### config.mk
export PLATFORM = sky130hd
export DESIGN_NAME = frame_overlay_pixel
export DESIGN_NICKNAME = d
export VERILOG_FILES = /design/src/hw/rtl/fop_pkg.sv /design/src/hw/rtl/fop_cfg.sv /design/src/hw/rtl/fop_geom.sv /design/src/hw/rtl/fop_blend.sv /design/src/hw/rtl/frame_overlay_pixel.sv
export SDC_FILE = /design/constraint.sdc
export NUM_CORES = 2
export LEC_CHECK = 0
export BUFFER_PORTS_ARGS = -buffer_cell sky130_fd_sc_hd__buf_4
export CAP_MARGIN = 30
export CORE_MARGIN = 4
export CORE_UTILIZATION = 44
export CTS_CLUSTER_SIZE = 8
export DETAILED_ROUTE_END_ITERATION = 8
export PLACE_DENSITY = 0.65
export SYNTH_ARGS = -nofsm -noshare
export SYNTH_HDL_FRONTEND = slang
export SYNTH_SLANG_ARGS = --single-unit
### constraint.sdc
create_clock -name clk_i -period 12.25 [get_ports clk_i]
set_input_delay 1.225 -clock clk_i [delete_from_list [all_inputs] [get_ports clk_i]]
set_output_delay 1.225 -clock clk_i [all_outputs]
set_load 0.005 [all_outputs]
### src/hw/rtl/fop_pkg.sv
package fop_pkg;

  localparam int unsigned MaxSide = 1024;
  localparam int unsigned SideW   = 11;
  localparam int unsigned PosW    = 10;
  localparam int unsigned DiffW   = 12;
  localparam int unsigned SqW     = 22;
  localparam int unsigned SumW    = 23;

  localparam logic [SideW-1:0] MaxSideVal = SideW'(MaxSide);

  // register indexes
  typedef enum logic [1:0] {
    REG_SIDE  = 2'd0,
    REG_SHAPE = 2'd1,
    REG_COLOR = 2'd2,
    REG_NONE  = 2'd3
  } reg_idx_e;

  typedef enum logic [2:0] {
    SHAPE_NONE    = 3'd0,
    SHAPE_SQUARE  = 3'd1,
    SHAPE_CIRCLE  = 3'd2,
    SHAPE_RINGS   = 3'd3,
    SHAPE_ROUNDED = 3'd4
  } shape_e;

  typedef enum logic [2:0] {
    COL_RED   = 3'd0,
    COL_GREEN = 3'd1,
    COL_WHITE = 3'd2,
    COL_BLUE  = 3'd3,
    COL_BLACK = 3'd4,
    COL_BROWN = 3'd5
  } color_e;

  // difference slots
  localparam int unsigned D_XC = 0;
  localparam int unsigned D_YC = 1;
  localparam int unsigned D_XQ = 2;
  localparam int unsigned D_XT = 3;
  localparam int unsigned D_YQ = 4;
  localparam int unsigned D_YT = 5;
  localparam int unsigned D_X  = 6;
  localparam int unsigned D_Y  = 7;
  localparam int unsigned D_SX = 8;
  localparam int unsigned D_SY = 9;
  localparam int unsigned NumD = 10;

  typedef struct packed {
    logic [PosW-1:0] pos_x;
    logic [PosW-1:0] pos_y;
    logic [7:0]      red_in;
    logic [7:0]      green_in;
    logic [7:0]      blue_in;
    logic [7:0]      alpha_in;
  } in_t;

  typedef struct packed {
    logic [7:0] red_out;
    logic [7:0] green_out;
    logic [7:0] blue_out;
    logic [7:0] alpha_out;
  } out_t;

  typedef struct packed {
    logic [7:0] r;
    logic [7:0] g;
    logic [7:0] b;
    logic [7:0] a;
  } pix_t;

  typedef struct packed {
    logic [SideW-1:0] side;   // clamped
    logic [2:0]       shape;
    logic [2:0]       color;
    logic [SqW-1:0]   circ2;  // (c-1)^2
    logic [SqW-1:0]   lo2;    // (q-5)^2
    logic [SqW-1:0]   q2;     // q^2
    logic [SqW-1:0]   arc2;   // (q+20)^2
  } cfg_t;

  typedef struct packed {
    pix_t       pix;
    logic       in_img;
    logic       sq_hit;
    logic       circ_hit;
    logic       ring_hit;
    logic [3:0] kcut;
    logic [3:0] kpaint;
    logic [3:0] bar;
  } flags_t;

  function automatic logic [SqW-1:0] sq_abs(input logic signed [DiffW-1:0] v);
    logic [DiffW-1:0] m;
    m = v[DiffW-1] ? DiffW'(-v) : DiffW'(v);
    return SqW'(m[DiffW-2:0]) * SqW'(m[DiffW-2:0]);
  endfunction

  function automatic logic [23:0] color_rgb(input logic [2:0] sel);
    logic [23:0] c;
    case (sel)
      COL_RED:   c = {8'd255, 8'd0, 8'd0};
      COL_GREEN: c = {8'd0, 8'd255, 8'd0};
      COL_WHITE: c = {8'd255, 8'd255, 8'd255};
      COL_BLUE:  c = {8'd0, 8'd0, 8'd255};
      COL_BLACK: c = {8'd0, 8'd0, 8'd0};
      COL_BROWN: c = {8'd153, 8'd102, 8'd51};
      default:   c = 24'd0;
    endcase
    return c;
  endfunction

endpackage

### src/hw/rtl/fop_cfg.sv
module fop_cfg import fop_pkg::*; (
  input  logic             clk_i,
  input  logic             rst_ni,
  input  logic             cfg_valid_i,
  output logic             cfg_ready_o,
  input  logic [1:0]       cfg_index_i,
  input  logic [SideW-1:0] cfg_data_i,
  output cfg_t             cfg_o
);

  logic [SideW-1:0] side_q, side_d;
  logic [2:0]       shape_q, shape_d, color_q, color_d;
  logic [SqW-1:0]   circ2_q, lo2_q, q2_q, arc2_q;
  logic [SideW-1:0] s;
  logic [9:0]       c, q;
  logic signed [DiffW-1:0] cm1, qm5, qp20, qs;

  assign cfg_ready_o = 1'b1;

  always_comb begin
    side_d  = side_q;
    shape_d = shape_q;
    color_d = color_q;
    if (cfg_valid_i) begin
      case (reg_idx_e'(cfg_index_i))
        REG_SIDE:  side_d  = cfg_data_i;
        REG_SHAPE: shape_d = cfg_data_i[2:0];
        REG_COLOR: color_d = cfg_data_i[2:0];
        default:   ;
      endcase
    end
  end

  assign s    = (side_q > MaxSideVal) ? MaxSideVal : side_q;
  assign c    = s[10:1];
  assign q    = {1'b0, s[10:2]};
  assign cm1  = $signed({2'b0, c}) - 12'sd1;
  assign qm5  = $signed({2'b0, q}) - 12'sd5;
  assign qp20 = $signed({2'b0, q}) + 12'sd20;
  assign qs   = $signed({2'b0, q});

  always_ff @(posedge clk_i or negedge rst_ni) begin
    if (!rst_ni) begin
      side_q  <= SideW'(512);
      shape_q <= SHAPE_NONE;
      color_q <= COL_RED;
    end else begin
      side_q  <= side_d;
      shape_q <= shape_d;
      color_q <= color_d;
    end
  end

  // derived thresholds, registered from the stored side value after a write
  always_ff @(posedge clk_i) begin
    circ2_q <= sq_abs(cm1);
    lo2_q   <= sq_abs(qm5);
    q2_q    <= sq_abs(qs);
    arc2_q  <= sq_abs(qp20);
  end

  assign cfg_o = '{side: s, shape: shape_q, color: color_q,
                   circ2: circ2_q, lo2: lo2_q, q2: q2_q, arc2: arc2_q};

endmodule

### src/hw/rtl/fop_geom.sv
module fop_geom import fop_pkg::*; (
  input  logic   clk_i,
  input  logic   rst_ni,
  input  cfg_t   cfg_i,
  input  logic   in_valid_i,
  output logic   in_ready_o,
  input  in_t    in_data_i,
  output logic   out_valid_o,
  input  logic   out_ready_i,
  output flags_t out_flags_o
);

  typedef struct packed {
    pix_t       pix;
    logic       in_img;
    logic       sq_hit;
    logic [3:0] rgate;
    logic [3:0] kgate;
    logic [3:0] bar;
  } lin_t;

  lin_t s1_q, s1_d, s2_q;
  logic [NumD-1:0][DiffW-1:0] dif_q, dif_d;
  logic [NumD-1:0][SqW-1:0]   sqr_q;
  flags_t s3_q, s3_d;
  logic v1_q, v2_q, v3_q, en1, en2, en3;

  assign en3 = !v3_q || out_ready_i;
  assign en2 = !v2_q || en3;
  assign en1 = !v1_q || en2;
  assign in_ready_o = en1;

  // stage 1: linear compares and differences
  always_comb begin
    logic signed [12:0] x, y, s, q, t, h;
    logic a1, a2, a3, a4, b1, b2, b3, b4;
    x = $signed({3'b0, in_data_i.pos_x});
    y = $signed({3'b0, in_data_i.pos_y});
    s = $signed({2'b0, cfg_i.side});
    q = $signed({4'b0, cfg_i.side[10:2]});
    h = $signed({3'b0, cfg_i.side[10:1]});
    t = q + q + q;
    s1_d.pix    = '{r: in_data_i.red_in, g: in_data_i.green_in,
                    b: in_data_i.blue_in, a: in_data_i.alpha_in};
    s1_d.in_img = (x < s) && (y < s);
    s1_d.sq_hit = ((x < 13'sd30 || x > s - 13'sd30) && (y < 13'sd50 || y > s - 13'sd50))
                  || y < 13'sd15 || y > s - 13'sd15 || x < 13'sd15 || x > s - 13'sd15;
    a1 = x < q && y < h;
    a2 = x < q && y > h && y < s;
    a3 = x > t && x < s && y < h;
    a4 = x > t && x < s && y > h && y < s;
    b1 = y < q && x < h;
    b2 = y < q && x > h && x < s;
    b3 = y > t && y < s && x < h;
    b4 = y > t && y < s && x > h && x < s;
    s1_d.rgate = {a4 || b4, a3 || b2, a2 || b3, a1 || b1};
    s1_d.kgate[0] = y < q + 13'sd20 && x < q + 13'sd20;
    s1_d.kgate[1] = y < q + 13'sd20 && x >= t - 13'sd20;
    s1_d.kgate[2] = y >= t - 13'sd20 && x < q + 13'sd20;
    s1_d.kgate[3] = y >= t - 13'sd20 && x >= t - 13'sd20;
    s1_d.bar[0] = y < 13'sd20 && x >= q && x < t;
    s1_d.bar[1] = y >= q && y < t && x < 13'sd20;
    s1_d.bar[2] = y >= q && y < t && x >= s - 13'sd20;
    s1_d.bar[3] = y >= s - 13'sd20 && x >= q && x < t;
    dif_d[D_XC] = DiffW'(x - h);
    dif_d[D_YC] = DiffW'(y - h);
    dif_d[D_XQ] = DiffW'(x - q);
    dif_d[D_XT] = DiffW'(x - t);
    dif_d[D_YQ] = DiffW'(y - q);
    dif_d[D_YT] = DiffW'(y - t);
    dif_d[D_X]  = DiffW'(x);
    dif_d[D_Y]  = DiffW'(y);
    dif_d[D_SX] = DiffW'(s - x);
    dif_d[D_SY] = DiffW'(s - y);
  end

  // stage 3: distance sums against thresholds
  always_comb begin
    logic [SumW-1:0] d11, d12, d21, d22, dc;
    logic [3:0][SumW-1:0] dk;
    logic [SumW-1:0] lo, hi, ar;
    lo  = SumW'(cfg_i.lo2);
    hi  = SumW'(cfg_i.q2);
    ar  = SumW'(cfg_i.arc2);
    dc  = SumW'(sqr_q[D_XC]) + SumW'(sqr_q[D_YC]);
    d11 = SumW'(sqr_q[D_XQ]) + SumW'(sqr_q[D_YQ]);
    d12 = SumW'(sqr_q[D_XQ]) + SumW'(sqr_q[D_YT]);
    d21 = SumW'(sqr_q[D_XT]) + SumW'(sqr_q[D_YQ]);
    d22 = SumW'(sqr_q[D_XT]) + SumW'(sqr_q[D_YT]);
    dk[0] = SumW'(sqr_q[D_X])  + SumW'(sqr_q[D_Y]);
    dk[1] = SumW'(sqr_q[D_SX]) + SumW'(sqr_q[D_Y]);
    dk[2] = SumW'(sqr_q[D_X])  + SumW'(sqr_q[D_SY]);
    dk[3] = SumW'(sqr_q[D_SX]) + SumW'(sqr_q[D_SY]);
    s3_d.pix      = s2_q.pix;
    s3_d.in_img   = s2_q.in_img;
    s3_d.sq_hit   = s2_q.sq_hit;
    s3_d.circ_hit = dc >= SumW'(cfg_i.circ2);
    s3_d.ring_hit = (s2_q.rgate[0] && d11 <= hi && d11 >= lo)
                 || (s2_q.rgate[1] && d12 <= hi && d12 >= lo)
                 || (s2_q.rgate[2] && d21 <= hi && d21 >= lo)
                 || (s2_q.rgate[3] && d22 <= hi && d22 >= lo);
    for (int i = 0; i < 4; i++) begin
      s3_d.kcut[i]   = s2_q.kgate[i] && dk[i] <= hi;
      s3_d.kpaint[i] = s2_q.kgate[i] && dk[i] > hi && dk[i] <= ar;
    end
    s3_d.bar = s2_q.bar;
  end

  always_ff @(posedge clk_i or negedge rst_ni) begin
    if (!rst_ni) begin
      v1_q <= 1'b0;
      v2_q <= 1'b0;
      v3_q <= 1'b0;
    end else begin
      if (en1) v1_q <= in_valid_i;
      if (en2) v2_q <= v1_q;
      if (en3) v3_q <= v2_q;
    end
  end

  always_ff @(posedge clk_i) begin
    if (en1) begin
      s1_q  <= s1_d;
      dif_q <= dif_d;
    end
    if (en2) begin
      s2_q <= s1_q;
      for (int i = 0; i < NumD; i++) sqr_q[i] <= sq_abs(dif_q[i]);
    end
    if (en3) s3_q <= s3_d;
  end

  assign out_valid_o = v3_q;
  assign out_flags_o = s3_q;

endmodule

### src/hw/rtl/fop_blend.sv
module fop_blend import fop_pkg::*; (
  input  logic   clk_i,
  input  logic   rst_ni,
  input  cfg_t   cfg_i,
  input  logic   in_valid_i,
  output logic   in_ready_o,
  input  flags_t in_flags_i,
  output logic   out_valid_o,
  input  logic   out_ready_i,
  output out_t   out_data_o
);

  logic valid_q, en;
  out_t out_q, out_d;

  assign en = !valid_q || out_ready_i;
  assign in_ready_o = en;

  always_comb begin
    logic [23:0] col;
    logic painted, cut, hit;
    col = color_rgb(cfg_i.color);
    painted = 1'b0;
    cut = 1'b0;
    // rounded: regions in order; a later paint or bar clears an earlier cut, a cut does not clear paint
    for (int i = 0; i < 4; i++) begin
      if (in_flags_i.kcut[i]) cut = 1'b1;
      else if (in_flags_i.kpaint[i]) begin
        painted = 1'b1;
        cut = 1'b0;
      end
      if (in_flags_i.bar[i]) begin
        painted = 1'b1;
        cut = 1'b0;
      end
    end
    case (shape_e'(cfg_i.shape))
      SHAPE_SQUARE:  hit = in_flags_i.sq_hit;
      SHAPE_CIRCLE:  hit = in_flags_i.circ_hit;
      SHAPE_RINGS:   hit = in_flags_i.ring_hit;
      SHAPE_ROUNDED: hit = painted;
      default:       hit = 1'b0;
    endcase
    if (cfg_i.shape != SHAPE_ROUNDED) cut = 1'b0;
    if (!in_flags_i.in_img) begin
      hit = 1'b0;
      cut = 1'b0;
    end
    out_d = '{red_out: in_flags_i.pix.r, green_out: in_flags_i.pix.g,
              blue_out: in_flags_i.pix.b, alpha_out: in_flags_i.pix.a};
    if (hit) out_d = {col, 8'd255};
    if (cut) out_d.alpha_out = 8'd0;
  end

  always_ff @(posedge clk_i or negedge rst_ni) begin
    if (!rst_ni) valid_q <= 1'b0;
    else if (en) valid_q <= in_valid_i;
  end

  always_ff @(posedge clk_i) begin
    if (en) out_q <= out_d;
  end

  assign out_valid_o = valid_q;
  assign out_data_o  = out_q;

  a_outside_pass: assert property (@(posedge clk_i) disable iff (!rst_ni)
    en && in_valid_i && !in_flags_i.in_img |=>
      out_q == $past({in_flags_i.pix.r, in_flags_i.pix.g, in_flags_i.pix.b, in_flags_i.pix.a}))
    else $error("outside pixel altered");

  a_hold: assert property (@(posedge clk_i) disable iff (!rst_ni)
    valid_q && !out_ready_i |=> valid_q && $stable(out_q))
    else $error("stalled result lost");

  a_circle: assert property (@(posedge clk_i) disable iff (!rst_ni)
    en && in_valid_i && in_flags_i.in_img && in_flags_i.circ_hit &&
      cfg_i.shape == SHAPE_CIRCLE |=> out_q.alpha_out == 8'd255)
    else $error("circle frame missing");

endmodule

### src/hw/rtl/frame_overlay_pixel.sv
// Pipeline: three geometry stages and one output register between input request and result.
// Throughput: one pixel per cycle; stages stall independently, bubbles are squeezed out.
// Config thresholds are registered from the stored side value after a write to the side register.
// Reset: asynchronous active low; side 512, shape none, color red, pipeline empty.
module frame_overlay_pixel import fop_pkg::*; (
  input  logic             clk_i,
  input  logic             rst_ni,
  input  logic             cfg_valid_i,
  output logic             cfg_ready_o,
  input  logic [1:0]       cfg_index_i,
  input  logic [SideW-1:0] cfg_data_i,
  input  logic             in_valid_i,
  output logic             in_ready_o,
  input  in_t              in_data_i,
  output logic             out_valid_o,
  input  logic             out_ready_i,
  output out_t             out_data_o
);

  cfg_t   cfg;
  flags_t flags;
  logic   g_valid, g_ready;

  fop_cfg u_cfg (
    .clk_i, .rst_ni, .cfg_valid_i, .cfg_ready_o, .cfg_index_i, .cfg_data_i,
    .cfg_o(cfg)
  );

  fop_geom u_geom (
    .clk_i, .rst_ni, .cfg_i(cfg), .in_valid_i, .in_ready_o, .in_data_i,
    .out_valid_o(g_valid), .out_ready_i(g_ready), .out_flags_o(flags)
  );

  fop_blend u_blend (
    .clk_i, .rst_ni, .cfg_i(cfg), .in_valid_i(g_valid), .in_ready_o(g_ready),
    .in_flags_i(flags), .out_valid_o, .out_ready_i, .out_data_o
  );

endmodule
* Yosys cells after proc, flatten, opt, wreduce, memory -nomap -nowiden *
Index checks and enable logic that the tools add are counted.

word-level totals
  register bits = 613
  input bits = 70
  logic and storage cells = 294

operators by class
  $add $sub $neg = 39
  $mul = 14
  magnitude comparators = 52
  equality and inequality tests = 11
  mux-type cells = 41
  reductions and logical operators = 73

operators with widths
  kind                                                                    number
  23-bit by 22-bit <= comparator with 1-bit output                        12
  11-bit by 11-bit multiplier with 22-bit output                          11
  22-bit by 22-bit adder with 23-bit output                               9
  11-bit 2-to-1 mux                                                       12
  24-bit one-hot mux with 5 select lines                                  1
  23-bit by 22-bit >= comparator with 1-bit output                        5
  11-bit negation                                                         10
  23-bit by 22-bit > comparator with 1-bit output                         4
  11-bit by 13-bit > comparator with 1-bit output                         6
  11-bit by 13-bit >= comparator with 1-bit output                        4
  11-bit by 13-bit < comparator with 1-bit output                         4
  1-bit logical AND                                                       47
  10-bit by 10-bit multiplier with 20-bit output                          2
  32-bit 2-to-1 mux                                                       1
  10-bit by 5-bit < comparator with 1-bit output (second input constant)  3
  1-bit 2-to-1 mux                                                        26
  11-bit by 10-bit subtractor with 12-bit output                          2
  11-bit by 12-bit subtractor with 12-bit output                          2
  11-bit by 5-bit subtractor with 12-bit output (second input constant)   2
  10-bit by 11-bit < comparator with 1-bit output                         2
  10-bit by 10-bit subtractor with 11-bit output                          2
  10-bit by 9-bit subtractor with 11-bit output                           2
  9-bit by 5-bit adder with 10-bit output (second input constant)         2
  10-bit by 9-bit >= comparator with 1-bit output                         2
  27 further kinds                                                        57

* Depth between registers and ports, before layout *
  word-level depth = 15
  mapped depth = 33
  depth with buffers taken out = 32

* Cells and area by module *
From an unflattened synthesis, not the netlist that was laid out.

unflattened totals
  cell total of the unflattened synthesis = 8673
  area total of the unflattened synthesis = 83168.5 um^2

modules (own cells, without submodules)
  module     instances  cells each  area each (um^2)
  fop_geom   1          7109        67761.2
  fop_cfg    1          1460        13869.6
  fop_blend  1          104         1537.7

* Least setup slack after synthesis *
No wires, ideal clock.

  kind = in2reg
  start point = input port out_ready_i
  end point = register u_geom.s2_q[0] in the netlist's numbering, enable pin
  library setup time = 2.551 ns
  arrival time = 7.006 ns
  data required time = 9.699 ns
  slack = 2.693 ns
  cell stages on the path = 2
  cells stage by stage = nor2b_1 -> nand3_1

on the way
  cells in the longest elaborated chain, start to end = 3

RTL lines
  what                  line                       RTL
  start, declared       frame_overlay_pixel.sv:16  input logic out_ready_i,
  1-bit logical OR      fop_blend.sv:16            assign en = !valid_q || out_ready_i;
  1-bit logical OR      fop_geom.sv:28             assign en3 = !v3_q || out_ready_i;
  1-bit logical OR      fop_geom.sv:29             assign en2 = !v2_q || en3;
  net u_geom.en2        fop_geom.sv:26             logic v1_q, v2_q, v3_q, en1, en2, en3;
  end signal, assigned  fop_geom.sv:127            s2_q <= s1_q;
  end, declared         fop_geom.sv:22             lin_t s1_q, s1_d, s2_q;

The timed path passes the listed nets, and every way through them passes these cells.
A chain may end at the register's enable or synchronous reset.

* Worst setup path in the final report *
  start point = register u_cfg.side_q[10]
  end point = register u_cfg.lo2_q[17]

on the way
  cells in the longest elaborated chain, start to end = 6

RTL lines
  what                                                line           RTL
  start, declared                                     fop_cfg.sv:11  logic [SideW-1:0] side_q, side_d;
  start signal, assigned                              fop_cfg.sv:44  side_q <= SideW'(512);
  start signal, assigned                              fop_cfg.sv:48  side_q <= side_d;
  11-bit > comparator                                 fop_cfg.sv:34  assign s = (side_q > MaxSideVal) ? MaxSideVal : side_q;
  11-bit 2-to-1 mux (*)                               fop_cfg.sv:34
  9-bit by 3-bit subtractor with 10-bit output (*)    fop_cfg.sv:38  assign qm5 = $signed({2'b0, q}) - 12'sd5;
  10-bit negation with 11-bit output                  fop_pkg.sv:96  m = v[DiffW-1] ? DiffW'(-v) : DiffW'(v);
  11-bit 2-to-1 mux (*)                               fop_pkg.sv:96
  11-bit by 11-bit multiplier with 22-bit output (*)  fop_pkg.sv:97  return SqW'(m[DiffW-2:0]) * SqW'(m[DiffW-2:0]);
  end signal, assigned                                fop_cfg.sv:57  lo2_q <= sq_abs(qm5);
  end, declared                                       fop_cfg.sv:13  logic [SqW-1:0] circ2_q, lo2_q, q2_q, arc2_q;

Mark *: on every way between the ends. The rest lies on a longest branch, timed or not.

==> flow_metrics.tcl <==
set metrics [dict create \
    r2r_start "u_cfg.side_q[10]$_DFFE_PN0P_" \
    syn_avg_cell_area_um2 9.635 \
    outcome "completed" \
    root_buffer "clkbuf_16" \
    fp.dieW_um 437.2 \
    coreArea_um2 183100 \
    synth.most_common_cell "inv_1" \
    finalSetupTns_ps 0 \
    grt_pass1_vias 62820 \
    critPathSlowestCell "xnor2_1" \
    firstDrtPassIters 5 \
    chipHeight_um 437.2 \
    port-buffer-count 103 \
    antenna_left 0 \
    grt-ovfl-total 0 \
    fin_crit_ps 9449 \
    grt_pass1_wl_mm 348.9 \
    fin_worst_skew_ps 81.51 \
    cts_tree "done" \
    insertion_delay_ps 720 \
    synth_edf_count 486 \
    ys_types 104 \
    ctsHoldBuffers 0 \
    cap_viol_max_count 0 \
    hpwl_mm 184.0 \
    tightest_slew_ps 950.5 \
    timing.critical_path.mode_cell "inv_1" \
    yosysTopAreaCell "ha_1" \
    cts.sinks 585 \
    start_util_pct 44.28 \
    final_nets 10970 \
    synth_top_area_share_pct 21.41 \
    area_growth_pct 8.840 \
    hold_path_class "reg2reg" \
    gp_congestion 0.9696 \
    crit_required_ps 12850 \
    worst_r2r_endpoint "u_cfg.lo2_q[17]$_DFF_P_" \
    seq_area_frac_synth_pct 20.58 \
    async_reset_ff_share_pct 3.590 \
    finalSetupViolCount 0 \
    syn_inst 8414 \
    grt_max_degree 71 \
    dieArea_um2 191200 \
    clk_pin_slew_ps 60 \
    cts-resized-gates 0 \
    synthFlopType "edfxtp_1" \
    clockBufferDepth 3 \
    timing.final.max_slew_violations 0 \
    hold_start "u_geom.s2_q[1]$_DFFE_PP_" \
    hold_viol 0 \
    slew_headroom_pct 36.18 \
    drt-wirelength-per-cell_um 19.79 \
    min_path_cells 0 \
    grt_usage_pct 23.21 \
    viasPerCell 5.396 \
    start_kind "flip-flop" \
    min_to "u_geom.out_flags_o[1]$_DFFE_PP_" \
    ys_ff_latch 585 \
    postCtsSetupBuffers 0 \
    htree_levels 3 \
    ff2ff_path_depth 31 \
    synth.area.top_cells "ha_1 21%, fa_1 20%, edfxtp_1 18%" \
    wl_mm 222.1 \
    drc 0 \
    cp_max_fo 21 \
    yosysWarningCount 0 \
    synth_area_um2 81070 \
    vias 60560 \
    rrSetupSlack_ps 2800 \
    rsz0062_at_grt "false" \
    rows 157 \
    drtIter0Drc 3985 \
    period_share_pct 77.14 \
    fmax_ghz 0.1058 \
    cts_buffers 86 \
    critical_path_class "reg2reg" \
    cp_slowest_stage_delay_ps 660 \
    io_pins 105 \
    synth.cells.most_frequent "1409 x inv_1, 1387 x ha_1, 819 x fa_1" \
    cp.arrival_ps 10050 \
    endpoint_kind "flip-flop" \
    layout-drive-gt1-share_pct 5.391 \
    antenna_found_initial 7 \
]
## state kept, by name, indices dropped and copies added (netlist names), 3 cells and up
signal / cells
u_blend.out_data_o: 32
u_cfg.arc2_q: 20
u_cfg.circ2_q: 21
u_cfg.color_q: 3
u_cfg.lo2_q: 21
u_cfg.q2_q: 16
u_cfg.shape_q: 3
u_cfg.side_q: 11
u_geom.dif_q: 110
u_geom.out_flags_o: 48
u_geom.s1_q: 46
u_geom.s2_q: 46
u_geom.sqr_q: 204
## how the worst max path moves through the flow
stage                                       from  slack, ps  cells after the start                  endpoint
floorplan                            out_ready_i       2690                      2  u_geom.s2_q[0]$_DFFE_PP_
global placement    u_cfg.side_q[10]$_DFFE_PN0P_       3240                     31   u_cfg.lo2_q[17]$_DFF_P_
detailed placement  u_cfg.side_q[10]$_DFFE_PN0P_       3020                     31   u_cfg.lo2_q[17]$_DFF_P_
CTS                 u_cfg.side_q[10]$_DFFE_PN0P_       2970                     31   u_cfg.lo2_q[17]$_DFF_P_
global route        u_cfg.side_q[10]$_DFFE_PN0P_       2210                     31   u_cfg.lo2_q[17]$_DFF_P_
finish              u_cfg.side_q[10]$_DFFE_PN0P_       2800                     31   u_cfg.lo2_q[17]$_DFF_P_
## placed cells by master (no fill, tap or decap), types with 14 or more instances in the layout
| cell type | count |
|---|---|
| nand2_1 | 498 |
| edfxtp_1 | 486 |
| o31ai_1 | 31 |
| inv_1 | 1409 |
| a21o_1 | 194 |
| nor2_1 | 679 |
| buf_4 | 172 |
| a221oi_1 | 14 |
| nor2b_1 | 126 |
| nand2b_1 | 115 |
| clkbuf_1 | 53 |
| mux2_2 | 23 |
| o2111ai_1 | 14 |
| o21ai_0 | 233 |
| o21ai_1 | 20 |
| or3_1 | 42 |
| fa_1 | 819 |
| a21oi_1 | 400 |
| xor2_1 | 172 |
| clkbuf_16 | 86 |
| a31oi_1 | 38 |
| o21bai_1 | 67 |
| o211ai_1 | 28 |
| and2_1 | 111 |
| and3_1 | 37 |
| xnor2_1 | 444 |
| dfrtp_1 | 20 |
| ha_1 | 1387 |
| a211oi_1 | 36 |
| o41ai_1 | 18 |
| nand4_1 | 77 |
| o21a_1 | 114 |
| nor3_1 | 117 |
| conb_1 | 110 |
| nor4_1 | 23 |
| a21boi_0 | 27 |
| dfxtp_1 | 78 |
| or2_2 | 77 |
| nand3_1 | 96 |
## cell families after synthesis
kind of cell	share of synthesized area [%]
buf+inv	7.067
other cells	0.009263
fa+ha+maj	41.63
xor+xnor	6.695
simple gates	12.09
flops	20.58
compound gates	11.54
mux	0.3966
## layer usage
| metal | part of all wire (%) | GRT usage [%] | up-vias |
|---|---|---|---|
| met1 | 43 | 30.50 | 29950 |
| met5 | 0 | 0 | - |
| met3 | 4.9 | 2.687 | 398 |
| li1 | - | - | 28740 |
| met4 | 4.1 | 8.924 | 0 |
| met2 | 48 | 39.26 | 1472 |
## per-stage QoR
stage | setup slack [ps] | utilization [%] | hold WS (ps) | instance area [um2] | cells
6_report | 2801 | 48.20 | 386.0 | 88240 | 11220
5_1_grt | 2209 | 48.20 | 383.4 | 88240 | 11220
4_1_cts | 2971 | 48.18 | 344.7 | 88210 | 11220
3_5_place_dp | 3025 | 46.72 | 404.5 | 85540 | 11060
3_3_place_gp | 3241 | 46.69 | 400.2 | 85480 | 11060
2_1_floorplan | 2693 | - | 400.3 | 81480 | 8522
## area by class of cell
class | count | area, um2
clock inverter | 12 | 276.5
fill | 17030 | 94840
sequential | 585 | 16680
timing repair buffer | 176 | 1349
tap | 2464 | 3083
clock buffer | 142 | 2392
antenna | 4 | 10.01
inverter | 1427 | 5356
multi-input combinational | 6413 | 59090
## worst max-delay path, delay by kind of cell (launching register included)
family	cells	cell delay (ps)
adder cells (fa/ha/maj)	7	3170
buffers and inverters	9	2000
AND/OR/NAND/NOR	5	1320
XOR/XNOR	3	1280
AO/OA/AOI/OAI	7	1150
flip-flops	1	360
Power is not shown: default switching activity piles up to over one toggle a cycle in this logic, so the estimate is an artifact.
